File: src/hw/rtl/cbq_pkg.sv
// Shared widths, codes, control struct and saturation helpers of the biquad filter.
package cbq_pkg;

    // Audio sample width and fraction bits of the coefficients.
    localparam int SAMPLE_BITS    = 24;
    localparam int COEF_FRAC_BITS = 28;

    // Coefficient, delay, product and sum widths.
    localparam int COEF_W  = 32;
    localparam int DLY_W   = 32;
    localparam int PROD_W  = COEF_W + DLY_W;
    localparam int SHP_W   = PROD_W - COEF_FRAC_BITS;
    localparam int SUM_W   = SHP_W + 2;
    localparam int TDATA_W = ((SAMPLE_BITS + 7) / 8) * 8;

    // Configuration register indexes.
    localparam int CFG_NUM   = 5;
    localparam int CFG_IDX_W = 3;
    localparam logic [CFG_IDX_W-1:0] CFG_FEED_ZERO = 3'd0;
    localparam logic [CFG_IDX_W-1:0] CFG_FEED_ONE  = 3'd1;
    localparam logic [CFG_IDX_W-1:0] CFG_FEED_TWO  = 3'd2;
    localparam logic [CFG_IDX_W-1:0] CFG_BACK_ONE  = 3'd3;
    localparam logic [CFG_IDX_W-1:0] CFG_BACK_TWO  = 3'd4;

    // Reset value of feed_zero: unity gain.
    localparam logic signed [COEF_W-1:0] FEED_ZERO_RST = COEF_W'(64'sd1 <<< COEF_FRAC_BITS);

    // Sequencer states.
    typedef enum logic [2:0] {
        ST_IDLE,
        ST_MUL_FZ,
        ST_MUL_F1,
        ST_MUL_B1,
        ST_MUL_F2,
        ST_MUL_B2,
        ST_FINISH,
        ST_OUTPUT
    } t_state;

    // Second operand of the shared adder.
    typedef enum logic [1:0] {
        ADD_ZERO,
        ADD_D0,
        ADD_D1,
        ADD_ACC
    } t_add_sel;

    // Control from the sequencer to the datapath.
    typedef struct packed {
        logic [CFG_IDX_W-1:0] coef_sel;
        logic                 use_y;
        t_add_sel             add_sel;
        logic                 wr_y;
        logic                 wr_acc;
        logic                 wr_d0;
        logic                 wr_d1;
        logic                 next_sec;
        logic                 load_out;
        logic                 sec;
    } t_ctrl;

    // Saturate a sum to the delay width.
    function automatic logic signed [DLY_W-1:0] sat_dly(input logic signed [SUM_W-1:0] v);
        logic same;
        same = (&v[SUM_W-1:DLY_W-1]) | ~(|v[SUM_W-1:DLY_W-1]);
        if (same) begin
            return v[DLY_W-1:0];
        end else if (v[SUM_W-1]) begin
            return {1'b1, {(DLY_W-1){1'b0}}};
        end else begin
            return {1'b0, {(DLY_W-1){1'b1}}};
        end
    endfunction

    // Saturate a section output to the sample width.
    function automatic logic signed [SAMPLE_BITS-1:0] sat_smp(input logic signed [DLY_W-1:0] v);
        logic same;
        same = (&v[DLY_W-1:SAMPLE_BITS-1]) | ~(|v[DLY_W-1:SAMPLE_BITS-1]);
        if (same) begin
            return v[SAMPLE_BITS-1:0];
        end else if (v[DLY_W-1]) begin
            return {1'b1, {(SAMPLE_BITS-1){1'b0}}};
        end else begin
            return {1'b0, {(SAMPLE_BITS-1){1'b1}}};
        end
    endfunction

endpackage

File: src/hw/rtl/cbq_mul.sv
// Shared registered multiplier with the fixed-point scaling shift.
module cbq_mul (
    input  logic                                i_clk,
    input  logic signed [cbq_pkg::COEF_W-1:0]   i_coef,
    input  logic signed [cbq_pkg::DLY_W-1:0]    i_val,
    output logic signed [cbq_pkg::SHP_W-1:0]    o_prod
);

    logic signed [cbq_pkg::PROD_W-1:0] w_prod;
    logic signed [cbq_pkg::SHP_W-1:0]  r_prod;

    // Full product; dropping the low fraction bits is a floor shift.
    assign w_prod = i_coef * i_val;

    always_ff @(posedge i_clk) begin
        r_prod <= w_prod[cbq_pkg::PROD_W-1:cbq_pkg::COEF_FRAC_BITS];
    end

    assign o_prod = r_prod;

endmodule

File: src/hw/rtl/cbq_seq.sv
// Sequencer that steps both filter sections through the shared multiplier.
module cbq_seq (
    input  logic           i_clk,
    input  logic           i_rst_n,
    input  logic           i_in_valid,
    input  logic           i_out_free,
    output logic           o_in_ready,
    output cbq_pkg::t_ctrl o_ctrl
);

    cbq_pkg::t_state r_state, n_state;
    logic            r_sec, n_sec;

    // State and section registers.
    always_ff @(posedge i_clk) begin
        if (!i_rst_n) begin
            r_state <= cbq_pkg::ST_IDLE;
            r_sec   <= 1'b0;
        end else begin
            r_state <= n_state;
            r_sec   <= n_sec;
        end
    end

    // Next state and datapath controls.
    always_comb begin
        n_state         = r_state;
        n_sec           = r_sec;
        o_in_ready      = 1'b0;
        o_ctrl          = '0;
        o_ctrl.coef_sel = cbq_pkg::CFG_FEED_ZERO;
        o_ctrl.add_sel  = cbq_pkg::ADD_ZERO;
        o_ctrl.sec      = r_sec;
        case (r_state)
            cbq_pkg::ST_IDLE: begin
                o_in_ready = 1'b1;
                if (i_in_valid) begin
                    n_state = cbq_pkg::ST_MUL_FZ;
                    n_sec   = 1'b0;
                end
            end
            cbq_pkg::ST_MUL_FZ: begin
                o_ctrl.coef_sel = cbq_pkg::CFG_FEED_ZERO;
                n_state         = cbq_pkg::ST_MUL_F1;
            end
            cbq_pkg::ST_MUL_F1: begin
                o_ctrl.coef_sel = cbq_pkg::CFG_FEED_ONE;
                o_ctrl.add_sel  = cbq_pkg::ADD_D0;
                o_ctrl.wr_y     = 1'b1;
                n_state         = cbq_pkg::ST_MUL_B1;
            end
            cbq_pkg::ST_MUL_B1: begin
                o_ctrl.coef_sel = cbq_pkg::CFG_BACK_ONE;
                o_ctrl.use_y    = 1'b1;
                o_ctrl.add_sel  = cbq_pkg::ADD_D1;
                o_ctrl.wr_acc   = 1'b1;
                n_state         = cbq_pkg::ST_MUL_F2;
            end
            cbq_pkg::ST_MUL_F2: begin
                o_ctrl.coef_sel = cbq_pkg::CFG_FEED_TWO;
                o_ctrl.add_sel  = cbq_pkg::ADD_ACC;
                o_ctrl.wr_d0    = 1'b1;
                n_state         = cbq_pkg::ST_MUL_B2;
            end
            cbq_pkg::ST_MUL_B2: begin
                o_ctrl.coef_sel = cbq_pkg::CFG_BACK_TWO;
                o_ctrl.use_y    = 1'b1;
                o_ctrl.add_sel  = cbq_pkg::ADD_ZERO;
                o_ctrl.wr_acc   = 1'b1;
                n_state         = cbq_pkg::ST_FINISH;
            end
            cbq_pkg::ST_FINISH: begin
                o_ctrl.add_sel = cbq_pkg::ADD_ACC;
                o_ctrl.wr_d1   = 1'b1;
                if (!r_sec) begin
                    // First section done: its output feeds the second.
                    o_ctrl.next_sec = 1'b1;
                    n_sec           = 1'b1;
                    n_state         = cbq_pkg::ST_MUL_FZ;
                end else begin
                    n_state = cbq_pkg::ST_OUTPUT;
                end
            end
            cbq_pkg::ST_OUTPUT: begin
                if (i_out_free) begin
                    o_ctrl.load_out = 1'b1;
                    n_state         = cbq_pkg::ST_IDLE;
                end
            end
            default: begin
                n_state = cbq_pkg::ST_IDLE;
            end
        endcase
    end

endmodule

File: src/hw/rtl/cascaded_biquad_lowpass_top.sv
// Fourth-order low-pass filter: two biquad sections sharing one multiplier.
//
// Each accepted sample runs through two identical transposed direct form II
// biquad sections that share the five Q3.28 coefficients. All ten products go
// through one 32x32 registered multiplier, one per cycle, and one adder with
// 32-bit saturation forms the section output and the new delays. Each section
// goes through the states MUL_FZ, MUL_F1, MUL_B1, MUL_F2, MUL_B2 and FINISH;
// then OUTPUT loads the output register, and the input is ready again only once
// the sequencer is back in idle, so a new sample is not accepted before the
// last one is finished. A result still held on the output stalls the next load
// until it is taken. Coefficients should be written through the plain write
// port only while the filter is idle; the block itself does not enforce this.
// Writes to indexes 5 to 7 are ignored.
module cascaded_biquad_lowpass_top (
    input  logic                                  i_clk,
    input  logic                                  i_rst_n,
    // Configuration write port.
    input  logic                                  i_cfg_we,
    input  logic [cbq_pkg::CFG_IDX_W-1:0]         i_cfg_addr,
    input  logic [cbq_pkg::COEF_W-1:0]            i_cfg_wdata,
    // Input stream.
    input  logic                                  s_axis_tvalid,
    output logic                                  s_axis_tready,
    input  logic [cbq_pkg::TDATA_W-1:0]           s_axis_tdata,  // sample_in, zero pad
    // Output stream.
    output logic                                  m_axis_tvalid,
    input  logic                                  m_axis_tready,
    output logic [cbq_pkg::TDATA_W-1:0]           m_axis_tdata   // sample_out, zero pad
);

    logic signed [cbq_pkg::COEF_W-1:0]      r_coef [cbq_pkg::CFG_NUM];
    logic signed [cbq_pkg::DLY_W-1:0]       r_d0 [2];
    logic signed [cbq_pkg::DLY_W-1:0]       r_d1 [2];
    logic signed [cbq_pkg::DLY_W-1:0]       r_x;
    logic signed [cbq_pkg::DLY_W-1:0]       r_y;
    logic signed [cbq_pkg::SUM_W-1:0]       r_acc;
    logic [cbq_pkg::SAMPLE_BITS-1:0]        r_out;
    logic                                   r_out_vld;

    cbq_pkg::t_ctrl                         w_ctrl;
    logic                                   w_in_acc;
    logic                                   w_out_free;
    logic signed [cbq_pkg::COEF_W-1:0]      w_coef;
    logic signed [cbq_pkg::DLY_W-1:0]       w_val;
    logic signed [cbq_pkg::SHP_W-1:0]       w_prod;
    logic signed [cbq_pkg::SUM_W-1:0]       w_addend;
    logic signed [cbq_pkg::SUM_W-1:0]       w_sum;
    logic signed [cbq_pkg::DLY_W-1:0]       w_sat;

    assign w_in_acc   = s_axis_tvalid & s_axis_tready;
    assign w_out_free = ~r_out_vld | m_axis_tready;

    cbq_seq u_seq (
        .i_clk      (i_clk),
        .i_rst_n    (i_rst_n),
        .i_in_valid (s_axis_tvalid),
        .i_out_free (w_out_free),
        .o_in_ready (s_axis_tready),
        .o_ctrl     (w_ctrl)
    );

    // Coefficient and operand selection for the multiplier.
    always_comb begin
        case (w_ctrl.coef_sel)
            cbq_pkg::CFG_FEED_ZERO: w_coef = r_coef[0];
            cbq_pkg::CFG_FEED_ONE:  w_coef = r_coef[1];
            cbq_pkg::CFG_FEED_TWO:  w_coef = r_coef[2];
            cbq_pkg::CFG_BACK_ONE:  w_coef = r_coef[3];
            cbq_pkg::CFG_BACK_TWO:  w_coef = r_coef[4];
            default:                w_coef = r_coef[0];
        endcase
    end

    assign w_val = w_ctrl.use_y ? r_y : r_x;

    cbq_mul u_mul (
        .i_clk  (i_clk),
        .i_coef (w_coef),
        .i_val  (w_val),
        .o_prod (w_prod)
    );

    // Shared adder: registered product plus a delay, the accumulator or zero.
    always_comb begin
        case (w_ctrl.add_sel)
            cbq_pkg::ADD_D0:  w_addend = cbq_pkg::SUM_W'(r_d0[w_ctrl.sec]);
            cbq_pkg::ADD_D1:  w_addend = cbq_pkg::SUM_W'(r_d1[w_ctrl.sec]);
            cbq_pkg::ADD_ACC: w_addend = r_acc;
            default:          w_addend = '0;
        endcase
    end

    assign w_sum = cbq_pkg::SUM_W'(w_prod) + w_addend;
    assign w_sat = cbq_pkg::sat_dly(w_sum);

    // Configuration registers.
    always_ff @(posedge i_clk) begin
        if (!i_rst_n) begin
            r_coef[0] <= cbq_pkg::FEED_ZERO_RST;
            r_coef[1] <= '0;
            r_coef[2] <= '0;
            r_coef[3] <= '0;
            r_coef[4] <= '0;
        end else if (i_cfg_we) begin
            case (i_cfg_addr)
                cbq_pkg::CFG_FEED_ZERO: r_coef[0] <= i_cfg_wdata;
                cbq_pkg::CFG_FEED_ONE:  r_coef[1] <= i_cfg_wdata;
                cbq_pkg::CFG_FEED_TWO:  r_coef[2] <= i_cfg_wdata;
                cbq_pkg::CFG_BACK_ONE:  r_coef[3] <= i_cfg_wdata;
                cbq_pkg::CFG_BACK_TWO:  r_coef[4] <= i_cfg_wdata;
                default: ;
            endcase
        end
    end

    // Section delay registers.
    always_ff @(posedge i_clk) begin
        if (!i_rst_n) begin
            r_d0[0] <= '0;
            r_d0[1] <= '0;
            r_d1[0] <= '0;
            r_d1[1] <= '0;
        end else begin
            if (w_ctrl.wr_d0) begin
                r_d0[w_ctrl.sec] <= w_sat;
            end
            if (w_ctrl.wr_d1) begin
                r_d1[w_ctrl.sec] <= w_sat;
            end
        end
    end

    // Section input, section output and partial sum.
    always_ff @(posedge i_clk) begin
        if (w_in_acc) begin
            r_x <= cbq_pkg::DLY_W'(signed'(s_axis_tdata[cbq_pkg::SAMPLE_BITS-1:0]));
        end else if (w_ctrl.next_sec) begin
            r_x <= r_y;
        end
        if (w_ctrl.wr_y) begin
            r_y <= w_sat;
        end
        if (w_ctrl.wr_acc) begin
            r_acc <= w_sum;
        end
    end

    // Output register.
    always_ff @(posedge i_clk) begin
        if (!i_rst_n) begin
            r_out_vld <= 1'b0;
        end else if (w_ctrl.load_out) begin
            r_out_vld <= 1'b1;
        end else if (m_axis_tready) begin
            r_out_vld <= 1'b0;
        end
    end

    always_ff @(posedge i_clk) begin
        if (w_ctrl.load_out) begin
            r_out <= cbq_pkg::sat_smp(r_y);
        end
    end

    assign m_axis_tvalid = r_out_vld;
    assign m_axis_tdata  = cbq_pkg::TDATA_W'(r_out);

endmodule
File: config.mk
export PLATFORM = sky130hd
export DESIGN_NAME = cascaded_biquad_lowpass_top
export DESIGN_NICKNAME = d
export VERILOG_FILES = /design/src/hw/rtl/cbq_pkg.sv /design/src/hw/rtl/cbq_mul.sv /design/src/hw/rtl/cbq_seq.sv /design/src/hw/rtl/cascaded_biquad_lowpass_top.sv
export SDC_FILE = /design/constraint.sdc
export NUM_CORES = 2
export LEC_CHECK = 0
export CAP_MARGIN = 20
export CORE_MARGIN = 5
export CORE_UTILIZATION = 46
export CTS_CLUSTER_SIZE = 28
export DETAILED_ROUTE_END_ITERATION = 8
export DONT_BUFFER_PORTS = 1
export MAX_ROUTING_LAYER = met4
export PLACE_DENSITY = 0.72
export SLEW_MARGIN = 25
export SYNTH_ARGS = -nofsm -noshare
export SYNTH_HDL_FRONTEND = slang
export SYNTH_SLANG_ARGS = --single-unit
File: constraint.sdc
create_clock -name i_clk -period 9.6 [get_ports i_clk]
set_clock_uncertainty 0.1 [all_clocks]
set_input_delay 1.44 -clock i_clk [delete_from_list [all_inputs] [get_ports i_clk]]
set_output_delay 1.44 -clock i_clk [all_outputs]
set_load 0.005 [all_outputs]
==> impl_metrics.py <==
metrics = {
    "run_status": {
        "status": "finished, final reports clean",
    },
    "timing": {
        "finalCritPeriodShare_pct": 96.9,
        "timing_hold_violations_final": 0,
        "drv_slew": 0,
        "achievable-frequency_mhz": 108,
        "worst_slew_margin_rel_pct": 30.6,
        "max_slew.worst_pin.slew_ns": 1.04,
        "finalWorstPathRequiredPeriod_ns": 9.30,
        "timing.final.setup_violations": 0,
        "finalHoldWorstSlack_ns": 0.478,
        "layout_setup_ws_ns": 0.302,
    },
    "floorplan": {
        "placeableCoreArea_um2": 118000,
        "placement_rows": 126,
        "initial_utilization_pct": 46.4,
        "floorplan.io_pins": 90,
        "die_w_um": 356,
        "die_height_um": 356,
        "dieArea_um2": 126000,
    },
    "clock_network": {
        "tritoncts_clock_tree": "done",
        "root_buf_cell": "clkbuf_16",
        "ctsHoldBuffers": 0,
        "clk_transition_reported_paths_ns": 0.07,
        "max-clock-path-buffers": 3,
        "cts_made_buffers": 47,
        "later_pin_clock_latency_in_the_skew_report_ns": 0.60,
        "htree_levels": 2,
        "clock-sinks": 456,
    },
    "synthesis": {
        "synth.net_count": 6672,
        "synthArstFlopShare_pct": 0,
        "synth_cells": 5309,
        "ys_seq_elements": 456,
        "synthFlopType": "edfxtp_1",
        "yosys_warnings": 0,
        "ys_seq_area_share_pct": 24.2,
        "post_synth_most_frequent_cells": "fa_1 (1082), inv_1 (1002), nor2_1 (615), nand2_1 (557), edfxtp_1 (414)",
        "synth_most_common_cell": "fa_1",
        "synth_area_leader_cell": "fa_1",
        "post_synth_main_area_contributors": "fa_1 (39%), edfxtp_1 (23%), inv_1 (6.8%)",
        "yosys.cell_types.count": 77,
        "synthesis.area_per_instance_um2": 10.4,
        "synth_enable_flop_cells": 414,
        "synth.cell_area_um2": 55000,
        "synthDominantCellAreaShare_pct": 39.4,
    },
    "grt": {
        "maximum_number_of_pins_on_one_net_before_global_route_repair": 71,
        "first_global_vias": 42000,
        "antenna_found_initial": 11,
        "grt-busiest-layer": "met2",
        "gr-total-overflow": 0,
        "groute.usage.overall_pct": 27.4,
        "met1_capacity_usage_during_global_routing_pct": 34.4,
        "global_route.usage.met3_pct": 5.29,
        "grt_first_pass_wirelength_um": 256000,
        "grt_use_met2_pct": 44.0,
    },
    "final_layout": {
        "fraction_of_final_layout_cells_sized_beyond_drive_strength_1_pct": 8.34,
        "finish.utilization_pct": 50.7,
        "area.growth.synth_to_final_pct": 9.31,
        "instances_no_fill": 6982,
        "fin_nets": 6693,
    },
    "min_path": {
        "hold_class": "reg2reg",
    },
    "setup_path": {
        "timing.critical_path.slowest_stage_cell": "fa_1",
        "critPathArrivalTime_ns": 9.67,
        "critical_path.max_fanout": 14,
        "crit_required_ns": 9.97,
        "endpoint_kind": "flop",
        "critical_path_class": "reg2reg",
        "critical-path-top-cell-by-count": "fa_1",
        "cp_slowest_stage_delay_ns": 0.55,
        "startpoint_type": "flop",
    },
    "place": {
        "placed_cells": 6857,
        "place_ws_ns": -0.465,
        "placement.io_buffers": 0,
        "globalplace.congestion": 0.984,
        "dpl.hpwl_um": 130000,
    },
    "detailed_routing": {
        "route.detailed.vias_per_inst": 5.63,
        "drt_drc_violations_left": 0,
        "detailroute.via_count": 39300,
        "residual_antenna_violating_net_count_after_detailed_routing": 0,
        "initialDrtViolationCount": 3634,
        "dr.pass1.iters": 6,
        "routed_wl_um": 167000,
        "wl_per_cell_um": 23.9,
    },
    "run": {
        "maxCapViolations": 0,
    },
}
final cells by class:
| cell class | count | area, um2 |
|---|---|---|
| Timing Repair Buffer | 239 | 2170 |
| Multi-Input combinational cell | 3583 | 37200 |
| Fill cell | 10500 | 58300 |
| Clock buffer | 63 | 1290 |
| Sequential cell | 456 | 13300 |
| Antenna cell | 13 | 32.5 |
| Clock inverter | 25 | 277 |
| Inverter | 1003 | 3780 |
| Tap cell | 1600 | 2000 |
stage by stage:
step / instance area (um2) / TNS, ns
after detailed placement: 58000 / -4.18
after global routing: 60100 / -0.0378
final: 60100 / 0
after CTS: 59600 / 0
after floorplan: 55000 / 0
after global placement: 57900 / -4.96
cell usage in the layout (no fill, tap or decap), types with 15 or more instances in the layout:
cell       count
mux2_2        38
xnor2_1       53
nand3_1       60
nor2_1       610
clkbuf_16     52
nand2b_1      25
a211oi_1     118
inv_1        998
o21ai_0       70
o21ai_1       21
nor3_1        26
edfxtp_1     414
a21oi_1      133
fa_1        1081
a22oi_1       59
dfxtp_1       41
nand2_1      555
a31oi_1       36
buf_6         18
o21a_1        35
a21o_1        76
buf_12        15
ha_1         217
mux2i_1       76
and2_1        51
buf_4        198
xor2_1        25
critical path: cells and delay by family, from the launching register on:
family	cells	cell delay (ns)
compound gates	6	1.47
xor+xnor	2	0.58
fa+ha+maj	9	3.96
buf+inv	12	1.55
flops	1	0.36
mux	1	0.35
simple gates	5	0.77
final timing paths:
check,startpoint,to,slack [ns],cells after the start
worst max-delay path,u_seq.r_state[2]$_SDFFE_PN0P_,u_mul.o_prod[27]$_DFF_P_,0.30,35
worst min-delay path,m_axis_tvalid$_SDFFE_PN0P_,m_axis_tvalid$_SDFFE_PN0P_,0.48,2
worst max register to register,u_seq.r_state[2]$_SDFFE_PN0P_,u_mul.o_prod[27]$_DFF_P_,0.30,35
worst min register to register,m_axis_tvalid$_SDFFE_PN0P_,m_axis_tvalid$_SDFFE_PN0P_,0.48,2
metal layers:
layer  vias to the layer above  wire [um]
li1                      16800          -
met1                     20200      63500
met2                      1911      79200
met3                       422      15200
met4                         0       9100
met5                         -          0
sequential cells by signal, summed over array words and instances (netlist names), named ones only:
signal / cells
r_d1: 64
r_acc: 38
r_d0: 64
r_y: 32
u_seq.r_sec: 1
m_axis_tvalid: 1
u_mul.o_prod: 36
r_coef: 160
u_seq.r_state: 3
r_x: 32
m_axis_tdata: 24
cell families after synthesis:
family                     share of synthesized area [%]
muxes                                               2.68
buffers and inverters                               8.86
DFF                                                 24.2
AOI/OAI and AO/OA                                   8.09
adders and majority gates                           44.4
xor gates and xnor gates                            1.26
and+or+nand+nor                                     10.6
repair_timing:
action | in CTS | in global routing
pin swaps | 1 | 3
gates cloned | 0 | 4
endpoints found under the setup margin | 19 | 16
setup buffers | 0 | 20
gates resized for setup | 16 | 48
Power is not shown: default switching activity piles up to over one toggle a cycle in this logic, so the estimate is an artifact.
